### config.mk
export PLATFORM = sky130hd
export DESIGN_NAME = ddmc_scale
export DESIGN_NICKNAME = d
export VERILOG_FILES = /design/src/hw/rtl/ddmc_pkg.sv /design/src/hw/rtl/ddmc_scale.sv
export SDC_FILE = /design/constraint.sdc
export NUM_CORES = 2
export LEC_CHECK = 0
export BUFFER_PORTS_ARGS = -buffer_cell sky130_fd_sc_hd__buf_2
export CORE_ASPECT_RATIO = 0.5
export CORE_MARGIN = 1.5
export CORE_UTILIZATION = 30
export DETAILED_ROUTE_END_ITERATION = 6
export HOLD_SLACK_MARGIN = 0.05
export MAX_ROUTING_LAYER = met4
export SLEW_MARGIN = 20
export SYNTH_ARGS = -nofsm -noshare
export SYNTH_HDL_FRONTEND = slang
export SYNTH_SLANG_ARGS = --single-unit
### constraint.sdc
create_clock -name i_clk -period 17.9 [get_ports i_clk]
set_clock_uncertainty 0.2 [all_clocks]
set_input_delay 2.685 -clock i_clk [delete_from_list [all_inputs] [get_ports i_clk]]
set_output_delay 2.685 -clock i_clk [all_outputs]
set_load 0.02 [all_outputs]
### src/hw/rtl/ddmc_pkg.sv
// ddmc_pkg: shared types and constants for the differential-drive motor command block.
// Register map, configuration struct and default parameters. No dependencies.
package ddmc_pkg;

    localparam int FRACTION_BITS_DEF = 16;
    localparam int COMMAND_LIMIT_DEF = 1000;

    localparam int VEL_W  = 24;
    localparam int CMD_W  = 11;
    localparam int DATA_W = 32;
    localparam int ADDR_W = 5;

    // register index, paddr[ADDR_W-1:2]
    typedef enum logic [2:0] {
        REG_MIN_ANG   = 3'd0,
        REG_MIN_LIN   = 3'd1,
        REG_MAX_WHEEL = 3'd2,
        REG_TRACK     = 3'd3,
        REG_CAL_L     = 3'd4,
        REG_CAL_R     = 3'd5,
        REG_CPM_L     = 3'd6,
        REG_CPM_R     = 3'd7
    } t_reg_idx;

    typedef struct packed {
        logic [19:0] min_angular_speed;
        logic [19:0] min_linear_speed;
        logic [19:0] max_wheel_speed;
        logic [19:0] track_width;
        logic [17:0] left_calibration;
        logic [17:0] right_calibration;
        logic [25:0] left_counts_per_mps;
        logic [25:0] right_counts_per_mps;
    } t_cfg;

    localparam t_cfg CFG_RESET = '{
        min_angular_speed:    20'd3277,
        min_linear_speed:     20'd13107,
        max_wheel_speed:      20'd98304,
        track_width:          20'd30383,
        left_calibration:     18'd65313,
        right_calibration:    18'd65758,
        left_counts_per_mps:  26'd40264663,
        right_counts_per_mps: 26'd40264663
    };

endpackage

### src/hw/rtl/ddmc_scale.sv
// ddmc_scale: command scaling pipe with a staged restoring divider, one quotient bit per stage.
// Takes raw counts, gives saturated motor commands. Uses ddmc_pkg.
module ddmc_scale #(
    parameter int FRACTION_BITS = ddmc_pkg::FRACTION_BITS_DEF,
    parameter int COMMAND_LIMIT = ddmc_pkg::COMMAND_LIMIT_DEF,
    localparam int CW = 48 - FRACTION_BITS
) (
    input  logic                                 i_clk,
    input  logic                                 i_rst_n,
    input  logic                                 i_valid,
    output logic                                 o_ready,
    input  logic signed [CW-1:0]                 i_cl,
    input  logic signed [CW-1:0]                 i_cr,
    input  logic                                 i_lim,
    output logic                                 o_valid,
    input  logic                                 i_ready,
    output logic signed [ddmc_pkg::CMD_W-1:0]    o_left,
    output logic signed [ddmc_pkg::CMD_W-1:0]    o_right,
    output logic                                 o_limited
);

    localparam int QW   = $clog2(COMMAND_LIMIT + 1);
    localparam int NW   = CW + QW;
    localparam int AW   = (CW - FRACTION_BITS > 1) ? CW - FRACTION_BITS : 1;
    localparam int VW0  = (QW > AW) ? QW : AW;
    localparam int VW   = (VW0 > ddmc_pkg::CMD_W + 1) ? VW0 : ddmc_pkg::CMD_W + 1;
    localparam int NS   = QW + 3;
    localparam int OUT_POS = (1 << (ddmc_pkg::CMD_W - 1)) - 1;
    localparam int OUT_NEG = 1 << (ddmc_pkg::CMD_W - 1);
    localparam int OUT_MAX = (COMMAND_LIMIT > OUT_POS) ? OUT_POS : COMMAND_LIMIT;
    localparam int OUT_MIN = (COMMAND_LIMIT > OUT_NEG) ? -OUT_NEG : -COMMAND_LIMIT;
    localparam logic [63:0] LIMF = 64'(COMMAND_LIMIT) << FRACTION_BITS;

    logic [NS-1:0] r_vld;
    logic [NS:0]   rdy;

    // stage 0
    logic [CW-1:0] r_mag_l0, r_mag_r0, r_m0, n_mag_l0, n_mag_r0, n_m0;
    logic          r_sl0, r_sr0, r_big0, r_lim0, n_big0;

    // divider section, index 0 is the dividend load, index j+1 follows step j
    logic [NW-1:0] r_rem_l [QW+1];
    logic [NW-1:0] r_rem_r [QW+1];
    logic [QW-1:0] r_q_l   [QW+1];
    logic [QW-1:0] r_q_r   [QW+1];
    logic [CW-1:0] r_m     [QW+1];
    logic [AW-1:0] r_alt_l [QW+1];
    logic [AW-1:0] r_alt_r [QW+1];
    logic          r_sl    [QW+1];
    logic          r_sr    [QW+1];
    logic          r_big   [QW+1];
    logic          r_lim   [QW+1];

    logic signed [ddmc_pkg::CMD_W-1:0] r_left, r_right;
    logic                              r_limited;
    logic [NW-1:0]                     n_nl, n_nr;

    function automatic logic signed [ddmc_pkg::CMD_W-1:0] sat(input logic neg,
                                                              input logic [VW-1:0] mg);
        logic signed [ddmc_pkg::CMD_W-1:0] res;
        if (!neg) begin
            res = (mg > VW'(OUT_POS)) ? ddmc_pkg::CMD_W'(OUT_POS) : ddmc_pkg::CMD_W'(mg);
        end else begin
            res = (mg > VW'(OUT_NEG)) ? ddmc_pkg::CMD_W'(OUT_NEG)
                                      : -(ddmc_pkg::CMD_W'(mg));
        end
        return res;
    endfunction

    always_comb begin
        rdy[NS] = i_ready;
        for (int k = NS - 1; k >= 0; k--) begin
            rdy[k] = !r_vld[k] || rdy[k+1];
        end
    end

    always_ff @(posedge i_clk) begin
        if (!i_rst_n) begin
            r_vld <= '0;
        end else begin
            if (rdy[0]) begin
                r_vld[0] <= i_valid;
            end
            for (int k = 1; k < NS; k++) begin
                if (rdy[k]) begin
                    r_vld[k] <= r_vld[k-1];
                end
            end
        end
    end

    // stage 0: magnitudes, larger magnitude, limit test
    always_comb begin
        n_mag_l0 = i_cl[CW-1] ? CW'(-i_cl) : CW'(i_cl);
        n_mag_r0 = i_cr[CW-1] ? CW'(-i_cr) : CW'(i_cr);
        n_m0     = (n_mag_l0 > n_mag_r0) ? n_mag_l0 : n_mag_r0;
        n_big0   = 64'(n_m0) > LIMF;
    end

    always_ff @(posedge i_clk) begin
        if (rdy[0]) begin
            r_mag_l0 <= n_mag_l0; r_mag_r0 <= n_mag_r0; r_m0 <= n_m0;
            r_sl0 <= i_cl[CW-1]; r_sr0 <= i_cr[CW-1];
            r_big0 <= n_big0; r_lim0 <= i_lim;
        end
    end

    // stage 1: dividend = |c| * limit, plain path = |c| >> F
    assign n_nl = NW'(r_mag_l0) * NW'(COMMAND_LIMIT);
    assign n_nr = NW'(r_mag_r0) * NW'(COMMAND_LIMIT);

    always_ff @(posedge i_clk) begin
        if (rdy[1]) begin
            r_rem_l[0] <= n_nl;              r_rem_r[0] <= n_nr;
            r_q_l[0]   <= '0;                r_q_r[0]   <= '0;
            r_m[0]     <= r_m0;
            r_alt_l[0] <= AW'(r_mag_l0 >> FRACTION_BITS);
            r_alt_r[0] <= AW'(r_mag_r0 >> FRACTION_BITS);
            r_sl[0] <= r_sl0; r_sr[0] <= r_sr0; r_big[0] <= r_big0; r_lim[0] <= r_lim0;
        end
    end

    // stages 2..QW+1: one quotient bit each, MSB first
    for (genvar j = 0; j < QW; j++) begin : g_div
        localparam int B = QW - 1 - j;
        logic [NW-1:0] d;
        logic          ge_l, ge_r;

        assign d    = NW'(r_m[j]) << B;
        assign ge_l = r_rem_l[j] >= d;
        assign ge_r = r_rem_r[j] >= d;

        always_ff @(posedge i_clk) begin
            if (rdy[j+2]) begin
                r_rem_l[j+1]    <= ge_l ? r_rem_l[j] - d : r_rem_l[j];
                r_rem_r[j+1]    <= ge_r ? r_rem_r[j] - d : r_rem_r[j];
                r_q_l[j+1]      <= r_q_l[j] | (QW'(ge_l) << B);
                r_q_r[j+1]      <= r_q_r[j] | (QW'(ge_r) << B);
                r_m[j+1]        <= r_m[j];
                r_alt_l[j+1]    <= r_alt_l[j];
                r_alt_r[j+1]    <= r_alt_r[j];
                r_sl[j+1]       <= r_sl[j];
                r_sr[j+1]       <= r_sr[j];
                r_big[j+1]      <= r_big[j];
                r_lim[j+1]      <= r_lim[j];
            end
        end
    end

    // output stage: pick path, restore sign, saturate
    always_ff @(posedge i_clk) begin
        if (rdy[NS-1]) begin
            r_left    <= sat(r_sl[QW], r_big[QW] ? VW'(r_q_l[QW]) : VW'(r_alt_l[QW]));
            r_right   <= sat(r_sr[QW], r_big[QW] ? VW'(r_q_r[QW]) : VW'(r_alt_r[QW]));
            r_limited <= r_lim[QW] | r_big[QW];
        end
    end

    assign o_ready   = rdy[0];
    assign o_valid   = r_vld[NS-1];
    assign o_left    = r_left;
    assign o_right   = r_right;
    assign o_limited = r_limited;

    // after the last step the remainders are below the divisor
    a_rem_left: assert property (@(posedge i_clk) disable iff (!i_rst_n)
        (r_vld[NS-2] && r_big[QW]) |-> (r_rem_l[QW] < NW'(r_m[QW])))
        else $error("left divider remainder not reduced");

    a_rem_right: assert property (@(posedge i_clk) disable iff (!i_rst_n)
        (r_vld[NS-2] && r_big[QW]) |-> (r_rem_r[QW] < NW'(r_m[QW])))
        else $error("right divider remainder not reduced");

    // commands never exceed the command limit
    a_cmd_range: assert property (@(posedge i_clk) disable iff (!i_rst_n)
        o_valid |-> (int'(r_left) <= OUT_MAX) && (int'(r_left) >= OUT_MIN)
                 && (int'(r_right) <= OUT_MAX) && (int'(r_right) >= OUT_MIN))
        else $error("motor command outside limit");

endmodule

==> metrics.yaml <==
clocking:
  numCtsBuffers: 183
  cts_max_level: 4
  postCtsHoldBufs: 0
  ctsResizeCount: 0
  clock_path_buffers: 4
  tritoncts: "done"
  root_buffer: "clkbuf_16"
  cts.sinks: 1748
  insertion_delay_ps: 860
  clk_pin_slew_ps: 60
  post_cts.repair.setup_buffers: 0
finish:
  final_cell_mix: "edfxtp_1, inv_1, ha_1, a21oi_1, o21ai_0"
  nets: 10573
  fin_util: 0.337
  drive_gt1_frac: 0.0640
  final_common_cell: "edfxtp_1"
  multi_input_area_sq_um: 48600
  area_growth_pct: 11.7
  num-fill-cells: 34546
  regArea_sq_um: 52400
worst_setup_path:
  worst_setup_path_start_kind: "primary input"
  critPathCaptureType: "output port"
  crit_fanout: 28
  crit_type: "primary input to output port"
  worstPathRequired_ps: 15010
  r2r_setup_slack_ps: 11490
  worst_ep_arrival_time_ps: 6350
synthesis:
  syn_inst: 9272
  synth-seq-cells: 1748
  ys_types: 83
  netlist_area_sq_um: 105000
  syn_nets: 10439
  async_flop_share: 0
  synth_edf_count: 1735
  ys_warn_count: 0
  avgSynthCellArea_sq_um: 11.3
  ys.flop_type: "edfxtp_1"
  synth_sequential_area_ratio: 0.500
die:
  rows: 153
  dieWidth_microns: 839
  ios: 94
  die_h_microns: 421
  dieArea_sq_um: 353000
  coreArea_sq_um: 348000
  initial_core_util: 0.301
detailed_routing:
  top_layer: "met4"
  first_pass_iters: 7
  drt-met1-wl_microns: 121000
  drcViolationCount: 2
  vias_per_cell: 4.85
  wl_met2_microns: 120000
  num_vias: 68907
  wl_per_cell_microns: 18.4
  drtIter0Drc: 5181
  drt_wl_total_microns: 262000
  dr_wl_met3_microns: 9260
  antenna_left: 0
run_status:
  violations: "design-rule violations"
  outcome: "finished, violations left"
sta:
  period_needed_ps: 9240
  hold_violations: 0
  rsz0062_at_grt: "no"
  fin_crit_sh: 0.516
  worstMarginPinSlew_ps: 1310
  max_freq_mhz: 108
  setup_tns_ps: 0
  setup_viol: 0
  relSlewSlack: 0.122
  drv_slew: 0
  holdWs_ps: 171
  finalWorstSetupSlack_ps: 8660
global_routing:
  antenna_found_initial: 6
  grt_util_all_layers: 0.148
  grt_max_degree: 85
  grt_pass1_wl_microns: 398000
  grt-ovfl-total: 0
  grt_pass1_vias: 68251
placement:
  dpl.hpwl_microns: 210000
  gp_congestion: 0.931
  io_buffers: 93
  pre_cts_ws_ps: 8600
hold_path:
  min_path_type: "flop to flop"
flow_run:
  cap_violations: 0
==> cells in the mapped netlist (all sizes together) (68+ instances only) <==
library cell	number	share of area
a21o	347	0.025
a21oi	684	0.033
a31oi	70	0.0042
and3	85	0.0051
clkbuf	172	0.0062
edfxtp	1735	0.50
fa	254	0.049
ha	844	0.10
inv	875	0.031
mux2	98	0.011
nand2	678	0.024
nand2b	103	0.0061
nand3	136	0.0065
nand4	98	0.0059
nor2	494	0.018
nor2b	122	0.0073
nor3	120	0.0057
nor4	68	0.0041
o21a	98	0.0070
o21ai	675	0.032
o21bai	81	0.0058
o31ai	79	0.0058
xnor2	372	0.031
xor2	306	0.026
==> cell families after synthesis <==
| group | share of synthesized area |
|---|---|
| DFF | 0.500 |
| adders and majority gates | 0.149 |
| AOI/OAI and AO/OA | 0.143 |
| buffers and inverters | 0.0382 |
| and+or+nand+nor | 0.0977 |
| muxes | 0.0151 |
| xor gates and xnor gates | 0.0567 |
==> sequential cells by signal, indices dropped and copies added, names as in the netlist, 13 cells and up <==
signal,cells
r_q_r,55
r_rem_r,393
r_alt_r,176
r_mag_l0,32
r_q_l,55
r_mag_r0,32
r_m0,32
r_rem_l,393
r_m,320
r_alt_l,176
r_vld,13
==> worst paths after layout <==
kind | startpoint | endpoint | depth (start not counted)
worst max register to register | r_mag_r0[5]$_DFFE_PP_ | r_rem_r[0][41]$_DFFE_PP_ | 17
worst min-delay path | r_q_l[8][5]$_DFFE_PP_ | r_q_l[9][5]$_DFFE_PP_ | 0
worst max-delay path | i_ready | o_ready | 11
worst min register to register | r_q_l[8][5]$_DFFE_PP_ | r_q_l[9][5]$_DFFE_PP_ | 0
==> critical path, stage by stage <==
cell,delay (ps)
buf_2,90
nor2b_1,280
inv_1,470
nor2_1,470
and2_1,440
and3_1,330
and2_1,350
and3_1,320
and2_1,340
nand2_4,290
buf_2,260
==> cell type report <==
class	count	share of cell area
multi-input combinational	6458	0.415
clock buffer	201	0.0402
sequential	1748	0.447
clock inverter	123	0.0121
inverter	876	0.0284
tap	4650	0.0497
antenna	1	0.0000214
timing repair buffer	139	0.00703
==> stage by stage <==
step	instances	instance area [sq um]
after floorplan	9272	105000
after global placement	13870	111000
after detailed placement	13870	111000
after CTS	14194	117000
after global routing	14196	117000
final	14196	117000
==> metal layers <==
layer / GRT usage / vias up
met4: 0.0603 / 0
met5: - / -
li1: - / 34237
met2: 0.239 / 1455
met1: 0.192 / 32753
met3: 0.0132 / 462
Power is not shown: default switching activity piles up to over one toggle a cycle in this logic, so the estimate is an artifact.
