==> src/hw/rtl/ddmc_pkg.sv <==
// ddmc_pkg: shared types and constants for the differential-drive motor command block.
// Register map, configuration struct and default parameters. No dependencies.
package ddmc_pkg;

    localparam int FRACTION_BITS_DEF = 16;
    localparam int COMMAND_LIMIT_DEF = 1000;

    localparam int VEL_W  = 24;
    localparam int CMD_W  = 11;
    localparam int DATA_W = 32;
    localparam int ADDR_W = 5;

    // register index, paddr[ADDR_W-1:2]
    typedef enum logic [2:0] {
        REG_MIN_ANG   = 3'd0,
        REG_MIN_LIN   = 3'd1,
        REG_MAX_WHEEL = 3'd2,
        REG_TRACK     = 3'd3,
        REG_CAL_L     = 3'd4,
        REG_CAL_R     = 3'd5,
        REG_CPM_L     = 3'd6,
        REG_CPM_R     = 3'd7
    } t_reg_idx;

    typedef struct packed {
        logic [19:0] min_angular_speed;
        logic [19:0] min_linear_speed;
        logic [19:0] max_wheel_speed;
        logic [19:0] track_width;
        logic [17:0] left_calibration;
        logic [17:0] right_calibration;
        logic [25:0] left_counts_per_mps;
        logic [25:0] right_counts_per_mps;
    } t_cfg;

    localparam t_cfg CFG_RESET = '{
        min_angular_speed:    20'd3277,
        min_linear_speed:     20'd13107,
        max_wheel_speed:      20'd98304,
        track_width:          20'd30383,
        left_calibration:     18'd65313,
        right_calibration:    18'd65758,
        left_counts_per_mps:  26'd40264663,
        right_counts_per_mps: 26'd40264663
    };

endpackage

==> src/hw/rtl/ddmc_regs.sv <==
// ddmc_regs: APB-style configuration register file.
// Depends on ddmc_pkg (t_cfg, t_reg_idx, CFG_RESET).
module ddmc_regs (
    input  logic                          i_clk,
    input  logic                          i_rst_n,
    input  logic                          psel,
    input  logic                          penable,
    input  logic                          pwrite,
    input  logic [ddmc_pkg::ADDR_W-1:0]   paddr,
    input  logic [ddmc_pkg::DATA_W-1:0]   pwdata,
    output logic [ddmc_pkg::DATA_W-1:0]   prdata,
    output logic                          pready,
    output ddmc_pkg::t_cfg                o_cfg
);

    ddmc_pkg::t_cfg     r_cfg;
    ddmc_pkg::t_reg_idx idx;

    assign idx    = ddmc_pkg::t_reg_idx'(paddr[ddmc_pkg::ADDR_W-1:2]);
    assign pready = 1'b1;
    assign o_cfg  = r_cfg;

    always_ff @(posedge i_clk) begin
        if (!i_rst_n) begin
            r_cfg <= ddmc_pkg::CFG_RESET;
        end else if (psel && penable && pwrite) begin
            unique case (idx)
                ddmc_pkg::REG_MIN_ANG:   r_cfg.min_angular_speed    <= pwdata[19:0];
                ddmc_pkg::REG_MIN_LIN:   r_cfg.min_linear_speed     <= pwdata[19:0];
                ddmc_pkg::REG_MAX_WHEEL: r_cfg.max_wheel_speed      <= pwdata[19:0];
                ddmc_pkg::REG_TRACK:     r_cfg.track_width          <= pwdata[19:0];
                ddmc_pkg::REG_CAL_L:     r_cfg.left_calibration     <= pwdata[17:0];
                ddmc_pkg::REG_CAL_R:     r_cfg.right_calibration    <= pwdata[17:0];
                ddmc_pkg::REG_CPM_L:     r_cfg.left_counts_per_mps  <= pwdata[25:0];
                ddmc_pkg::REG_CPM_R:     r_cfg.right_counts_per_mps <= pwdata[25:0];
                default: ;
            endcase
        end
    end

    always_comb begin
        unique case (idx)
            ddmc_pkg::REG_MIN_ANG:   prdata = 32'(r_cfg.min_angular_speed);
            ddmc_pkg::REG_MIN_LIN:   prdata = 32'(r_cfg.min_linear_speed);
            ddmc_pkg::REG_MAX_WHEEL: prdata = 32'(r_cfg.max_wheel_speed);
            ddmc_pkg::REG_TRACK:     prdata = 32'(r_cfg.track_width);
            ddmc_pkg::REG_CAL_L:     prdata = 32'(r_cfg.left_calibration);
            ddmc_pkg::REG_CAL_R:     prdata = 32'(r_cfg.right_calibration);
            ddmc_pkg::REG_CPM_L:     prdata = 32'(r_cfg.left_counts_per_mps);
            ddmc_pkg::REG_CPM_R:     prdata = 32'(r_cfg.right_counts_per_mps);
            default:                 prdata = '0;
        endcase
    end

endmodule

==> config.mk <==
export PLATFORM = sky130hd
export DESIGN_NAME = ddmc_regs
export DESIGN_NICKNAME = d
export VERILOG_FILES = /design/src/hw/rtl/ddmc_pkg.sv /design/src/hw/rtl/ddmc_regs.sv
export SDC_FILE = /design/constraint.sdc
export NUM_CORES = 1
export LEC_CHECK = 0
export BUFFER_PORTS_ARGS = -buffer_cell sky130_fd_sc_hd__buf_2
export CAP_MARGIN = 20
export CORE_MARGIN = 2
export CORE_UTILIZATION = 46
export CTS_CLUSTER_DIAMETER = 60
export DETAILED_ROUTE_END_ITERATION = 7
export PLACE_DENSITY = 0.76
export SETUP_SLACK_MARGIN = 0.3
export SLEW_MARGIN = 10
export SYNTH_ARGS = -nofsm -noshare
export SYNTH_HDL_FRONTEND = slang
export SYNTH_SLANG_ARGS = --single-unit
==> constraint.sdc <==
create_clock -name i_clk -period 1.3 [get_ports i_clk]
set_clock_uncertainty 0.1 [all_clocks]
set_input_delay 0 -clock i_clk [delete_from_list [all_inputs] [get_ports i_clk]]
set_output_delay 0 -clock i_clk [all_outputs]
set_load 0.005 [all_outputs]
==> results of run 1 <==
==> area by class of cell <==
type	count	area [sq um]	share of cell area [%]
Clock buffer	19	443	3.56
Clock inverter	13	97.6	0.785
Inverter	16	60.1	0.483
Multi-Input combinational cell	706	4270	34.4
Sequential cell	168	3650	29.3
Tap cell	220	275	2.21
Timing Repair Buffer	399	3640	29.3
==> per-stage QoR <==
stage	setup TNS, ns	std cells	setup slack (ns)
after floorplan	0	990	0.170
after global placement	-9.24	1417	-0.146
after detailed placement	-12.29	1417	-0.162
after CTS	-5.96	1509	-0.398
after global routing	-7.32	1541	-0.442
final	-6.12	1541	-0.394
==> per-layer routing <==
| layer | global-route usage (%) | vias to the layer above |
|---|---|---|
| met1 | 39.4 | 4207 |
| li1 | - | 3945 |
| met2 | 55.3 | 578 |
| met3 | 7.14 | 165 |
| met4 | 18.8 | 0 |
| met5 | 0 | - |
==> critical path, delay by kind of cell (launching register included) <==
kind	cells	cell delay, ns
flip-flops	1	0.34
AO/OA/AOI/OAI	2	0.29
buffers and inverters	2	0.28
multiplexers	1	0.17
AND/OR/NAND/NOR	1	0.06
==> report_power, final <==
part | internal (W) | switching [W]
logic | 0.000662 | 0.000753
clock network | 0.00251 | 0.00226
registers | 0.00515 | 0.0000568
==> cell usage in the layout (no fill, tap or decap), drive strengths merged, types with 4 or more instances in the layout <==
cell type / count
a21boi: 94
a21oi: 11
a221oi: 27
a22o: 20
a32oi: 4
buf: 368
clkbuf: 22
clkinv: 5
clkinvlp: 4
conb: 7
dfxtp: 168
dlygate4sd3: 27
inv: 20
mux2i: 25
nand2: 339
nand2b: 18
nand3: 70
nor2: 40
nor2b: 5
o211ai: 5
o2bb2ai: 10
or2: 5
==> cell families after synthesis <==
logic type      Yosys count  share of synthesized area, %
mux                      28                          3.66
compound gates          183                          18.4
simple gates            486                          26.6
other cells               2                        0.0968
buf+inv                 118                          7.95
flops                   168                          43.4
==> what timing repair did <==
item / CTS / global route
hold buffers: 28 / 0
buffers inserted: 32 / 27
setup endpoints to repair: 191 / 342
resized for setup: 313 / 133
pin swaps: 34 / 24
gates cloned: 0 / 5
endpoints found under the hold margin: 168 / 0
==> worst paths after layout <==
kind	depth (start not counted)	slack, ns	endpoint
min reg2reg	2	0.36	o_cfg[120]
min	3	0.05	o_cfg[25]
max	6	-0.39	prdata[0]
max reg2reg	5	0.30	o_cfg[78]
==> run summary, run 1 <==
Yosys mapped a number of flops with a built-in enable equal to 0. Of the post-synthesis cell area, the dominant cell type holds 43.4%. The worst path uses 130% of the clock period. The via count of the first global-routing pass is 8,052. The average cell area after synthesis came out at 7.88 sq um. The final count of hold timing violations came to 0. The total count of max-transition violations in the final report is 0. Across every metal layer, demand over resource in global routing totals 33.1%. The average via count per standard cell is 5.77.

The initial core utilization is 46.9%. Entering global routing, the biggest net connects 59 pins. The first global-routing pass estimated 45.3 mm of wire. The sequential cell area fraction in the yosys report is 43.4%. Yosys printed 0 warnings. The met3 routed wirelength came out at 2.90 mm. The count of distinct cell types in the synthesized netlist came out at 42. The power density relative to cell area is 916 mW/mm^2. The number of failing setup endpoints in the final timing report came out at 20. After synthesis, the share of flip-flops with an asynchronous set or reset is 0%. The critical path starts at o_cfg[128]. In this run the horizontal extent of the chip is 134 um. The final layout contains routed wiring with a total length of 32.5 mm.

IR analysis of the VDD net gives a maximum drop of 0.00100 V. TritonCTS built the clock tree. The final critical-path setup slack came out at -0.394 ns.

Synthesis produced a netlist whose cell count is 985. The worst-case hold slack came out at 0.0528 ns. The number of nets in the layout came out at 1,350.

The number of port buffers came out at 227. The number of flip-flops under the largest register name is 168. The worst slew margin relative to its limit is 61.1%. The number of H-tree levels came out at 4. The shortest period the worst path allows came out at 1.69 ns. Summing every instance area after synthesis gives 0.00776 sq mm.

The die covers 0.0179 sq mm. Sorting the synthesized cells by how often they occur yields nand2_1 (337), dfxtp_1 (168), a21boi_0 (73). For the worst-skew pair, the clock arrives at the later sink with an insertion delay of 0.43 ns. The total power is 0.0114 W. The required arrival time at the worst endpoint came out at 1.20 ns. From synthesis to final layout, the design area changed by 60.3%. The tool flagged a number of max-cap violations equal to 0. The count of standard-cell rows came out at 47. STA classifies the critical path startpoint as a register.

In this run the most critical hold path is launched from i_rst_n. TritonCTS created 17 clock buffers. The commonest register cell after synthesis is dfxtp_1.

The worst register-to-register path begins at o_cfg[78]. The final reports fail on negative setup slack. Dividing the detail-routed wire length by the instance count gives 21.1 um. Summed over all nets, the half-perimeter wirelength after detailed placement is 20.3 mm.

Global routing finished with a remaining overflow of 0. After the first detailed-routing iteration, the DRC count stood at 743. The proportion of layout cells with a drive suffix above 1 is 49.8%. The worst setup path is of the register to output pin kind. Measured along the y axis, the die boundary spans 134 um. The detailed route wirelength on metal2 is 15.8 mm.

The count of unresolved DRC violations after routing is 0. The detail route stage leaves a number of antenna-violating nets equal to 0. Of all cell types, the one taking the most synthesized area is dfxtp_1. Setup repair after global routing could not meet its margin everywhere. The slowest stage of the critical path is the dfxtp_2 cell. For the worst setup path, the data arrival time is 1.59 ns. The highest metal layer carrying signal wires in the routed design is met4. The buffer levels on the longest clock path came out at 2. The number of register bits inferred by synthesis came out at 168. Along the worst path, the maximum fanout reaches 2.

The placer's final routability congestion estimate came out at 0.959. For the pin with the worst max-slew slack, the measured transition is 0.582 ns. The detailed-routing iteration count for the pre-antenna-repair pass came out at 7. The delay of the slowest cell on the worst path is 0.34 ns. The met1 wire length is 11.7 mm. 0 antenna diodes ended up in the layout. Traced cell by cell, the critical path runs through mux2i_1 > buf_4 > o2bb2ai_2 > a221oi_2 > nor2_1 > buf_2.

STA classifies the critical path endpoint as an output pin. The placeable core region is 0.0165 sq mm. By area the synthesized netlist is led by dfxtp_1 (43%), nand2_1 (16%), a21boi_0 (7.1%). The clock root buffer is clkbuf_16. The top-level port count is 243. The flow ran to the end, but the final reports show violations. The total placed instance area came out at 0.00959 sq mm. Based on the critical path, the design can be clocked at up to 590 MHz. Cells fill 75.3% of the core in the end. The static power due to leakage came out at 5.42 nW.

The most common cell in the synthesized netlist is nand2_1. The number of sinks driven by the clock tree is 168. The total number of vias came out at 8,895.

The clock edge transition at the registers on the reported setup and hold paths came out at 0.08 ns. Counting the fill cells in the layout gives 1,095. The initial antenna violation count is 0.

In this run the worst hold path is classified as input pin to register. Once layout is done, the placed cells without fillers occupy 0.0124 sq mm.
Note: power is estimated with default switching activity, not from simulation.
==> run 2: changes to the inputs <==
--- a/config.mk
+++ b/config.mk
@@ -7,11 +7,13 @@
 export LEC_CHECK = 0
 export BUFFER_PORTS_ARGS = -buffer_cell sky130_fd_sc_hd__buf_2
 export CAP_MARGIN = 20
+export CELL_PAD_IN_SITES_DETAIL_PLACEMENT = 1
+export CELL_PAD_IN_SITES_GLOBAL_PLACEMENT = 1
 export CORE_MARGIN = 2
-export CORE_UTILIZATION = 46
+export CORE_UTILIZATION = 33
 export CTS_CLUSTER_DIAMETER = 60
 export DETAILED_ROUTE_END_ITERATION = 7
-export PLACE_DENSITY = 0.76
+export PLACE_DENSITY_LB_ADDON = 0.1
 export SETUP_SLACK_MARGIN = 0.3
 export SLEW_MARGIN = 10
 export SYNTH_ARGS = -nofsm -noshare
==> run 2 against run 1 <==
Effect of this change:
- the flow finishes with violations (negative hold slack, negative setup slack)
- worst setup slack better by 0.0035 ns
- critical path depth fell by 1
- register-to-register slack got worse by 0.07 ns
- fmax grew 0.21%
- largest power group unchanged
==> run summary, run 2 (synthesis results as in run 1) <==
The power density relative to cell area is 901 mW/mm^2. The proportion of layout cells with a drive suffix above 1 is 51.5%. The origin of the worst setup path is o_cfg[92]. The wire length of the first global-routing pass came out at 49.6 mm. The total track usage is 26.9%.

The number of sinks driven by the clock tree is 168. Dividing the detail-routed wire length by the instance count gives 21.3 um. The worst setup timing slack at the placement stage is -0.285 ns. The number of maximum-capacitance violations came out at 0. For the worst flop-to-flop path, the logic depth is 6.

The via count of the first global-routing pass is 8,475. The most critical setup path has its endpoint at prdata[4]. The checks that failed: negative hold slack, negative setup slack.

The remaining antenna violation count is 0. The type of origin of the critical path is a register. The placeable core region is 0.0233 sq mm. The root buffer cell chosen for the clock tree is clkbuf_16. The die covers 0.0247 sq mm. Leaving out fill and tap cells, the most frequent cells in the layout are nand2_1 (328), buf_6 (193), dfxtp_2 (142).

Buffers inserted to repair hold after CTS numbered 26. The clock edge transition at the registers on the reported setup and hold paths came out at 0.07 ns. The tightest min-delay check is of the input pin to register type. The congestion estimate from routability-driven global placement came to 0.858.

The number of buffers created by CTS came out at 17. In this run the critical register-to-register path is launched from o_cfg[23]. In the routed design, unresolved DRC markers number 0.

The final critical-path setup slack came out at -0.390 ns. The highest net fanout along the worst path is 3. 243 I/O pins were placed.

The maximum operating frequency came out at 592 MHz. The pin count of the biggest net entering global routing came out at 54. Summed over all cells, the static leakage comes to 5.71 nW.

The insertion delay of the later-clocked pin in the worst-skew pair came out at 0.43 ns. The portion of the clock cycle consumed by the worst path in the final layout came out at 130%. The total number of vias is 8,430.

The total count of max-transition violations in the final report is 0. The overall overflow remaining after global route came out at 0. TritonCTS built the clock tree. In this run the core area contains 56 standard-cell rows. The final count of hold timing violations is 35.

The number of port buffers came out at 227. The summed negative setup slack over all endpoints came out at -6.20 ns. The initial antenna violation count is 0. The shortest period the worst path allows is 1.69 ns.

The internal reg-to-reg setup slack is 0.23 ns. The destination of the worst register-to-register timing path is o_cfg[23]. Hold timing on the final database bottoms out at a slack of -0.191 ns. The most common cell after layout, fill and taps aside is nand2_1.

The number of flip-flops under the largest register name came out at 168. The flow ran to the end, but the final reports show violations. The sum of routed wire length over all layers came out at 35.4 mm. The starting DRC count in detailed routing came out at 320. The required arrival time at the worst endpoint came out at 1.20 ns. The average via count per standard cell is 5.07. In the final design database the tool counted 1,374 nets. The number of H-tree levels is 4.

The buffer levels on the longest clock path is 2. 0 antenna diodes ended up in the layout. The detailed-routing iteration count for the pre-antenna-repair pass is 5. The height of the die is 157 um. The worst setup path is captured at an output pin. The width of the die came out at 157 um. The initial core utilization came out at 33.3%. The sum of net half-perimeters after detailed placement is 23.7 mm. The critical path data arrival time came out at 1.59 ns.

Setup violations remaining at the end of the flow were counted as 20. The area growth from synthesis to layout is 69.3%. The worst setup path category is register to output pin.

Setup repair after global routing could not meet its margin everywhere. VDD sags by at most 0.000811 V.
[run 2: report_power, final]
group	internal (W)	switching, W	total (W)
clock	0.00275	0.00234	0.00509
combinational	0.000735	0.000802	0.00154
sequential	0.00515	0.0000548	0.00521
[run 2: metal layers]
metal  GRT usage, %  vias up  wire length, um
met1           31.5     4137            14500
met3           4.68       57             1590
met5              0        -                0
met2           48.9      253            18200
met4           9.91        0             1180
li1               -     3983                -
[run 2: area by class of cell]
type | instances | area, sq um
inverter | 16 | 60.1
timing repair buffer | 424 | 4150
sequential | 168 | 3640
tap | 319 | 399
clock inverter | 13 | 135
clock buffer | 19 | 443
fill | 2692 | 10100
multi-input combinational | 705 | 4310
[run 2: worst min-delay path by stage]
stage / startpoint / endpoint / slack [ns] / cells past startpoint
6_report: i_rst_n / o_cfg[34] / -0.19 / 2
5_1_grt: i_rst_n / o_cfg[40] / -0.19 / 2
4_1_cts: i_rst_n / o_cfg[27] / -0.21 / 2
3_5_place_dp: pwdata[25] / o_cfg[25] / 0.14 / 3
3_3_place_gp: pwdata[21] / o_cfg[21] / 0.13 / 3
2_1_floorplan: pwdata[18] / o_cfg[18] / 0.02 / 2
[run 2: timing repair]
action,CTS,global route
pin swaps,29,31
hold endpoints to repair,168,25
setup buffers,28,34
resized for setup,347,120
setup endpoints to repair,252,225
gates cloned,0,5
[run 2: per-stage QoR]
stage | area (sq um) | hold WS [ns] | cells | utilization [%] | total power (W)
after floorplan | 8150 | 0.0242 | 990 | - | 0.00606
after global placement | 10100 | 0.131 | 1539 | 43.2 | 0.00660
after detailed placement | 10100 | 0.135 | 1539 | 43.2 | 0.00661
after CTS | 12300 | -0.211 | 1625 | 52.7 | 0.0118
after global routing | 13100 | -0.194 | 1664 | 56.5 | 0.0122
final | 13100 | -0.191 | 1664 | 56.5 | 0.0118
[run 2: worst max-delay path, cell delays in order (launching register included)]
cell,delay (ns)
dfxtp_2,0.33
nand3b_1,0.08
a21boi_1,0.07
buf_4,0.13
o32a_1,0.40
buf_2,0.15
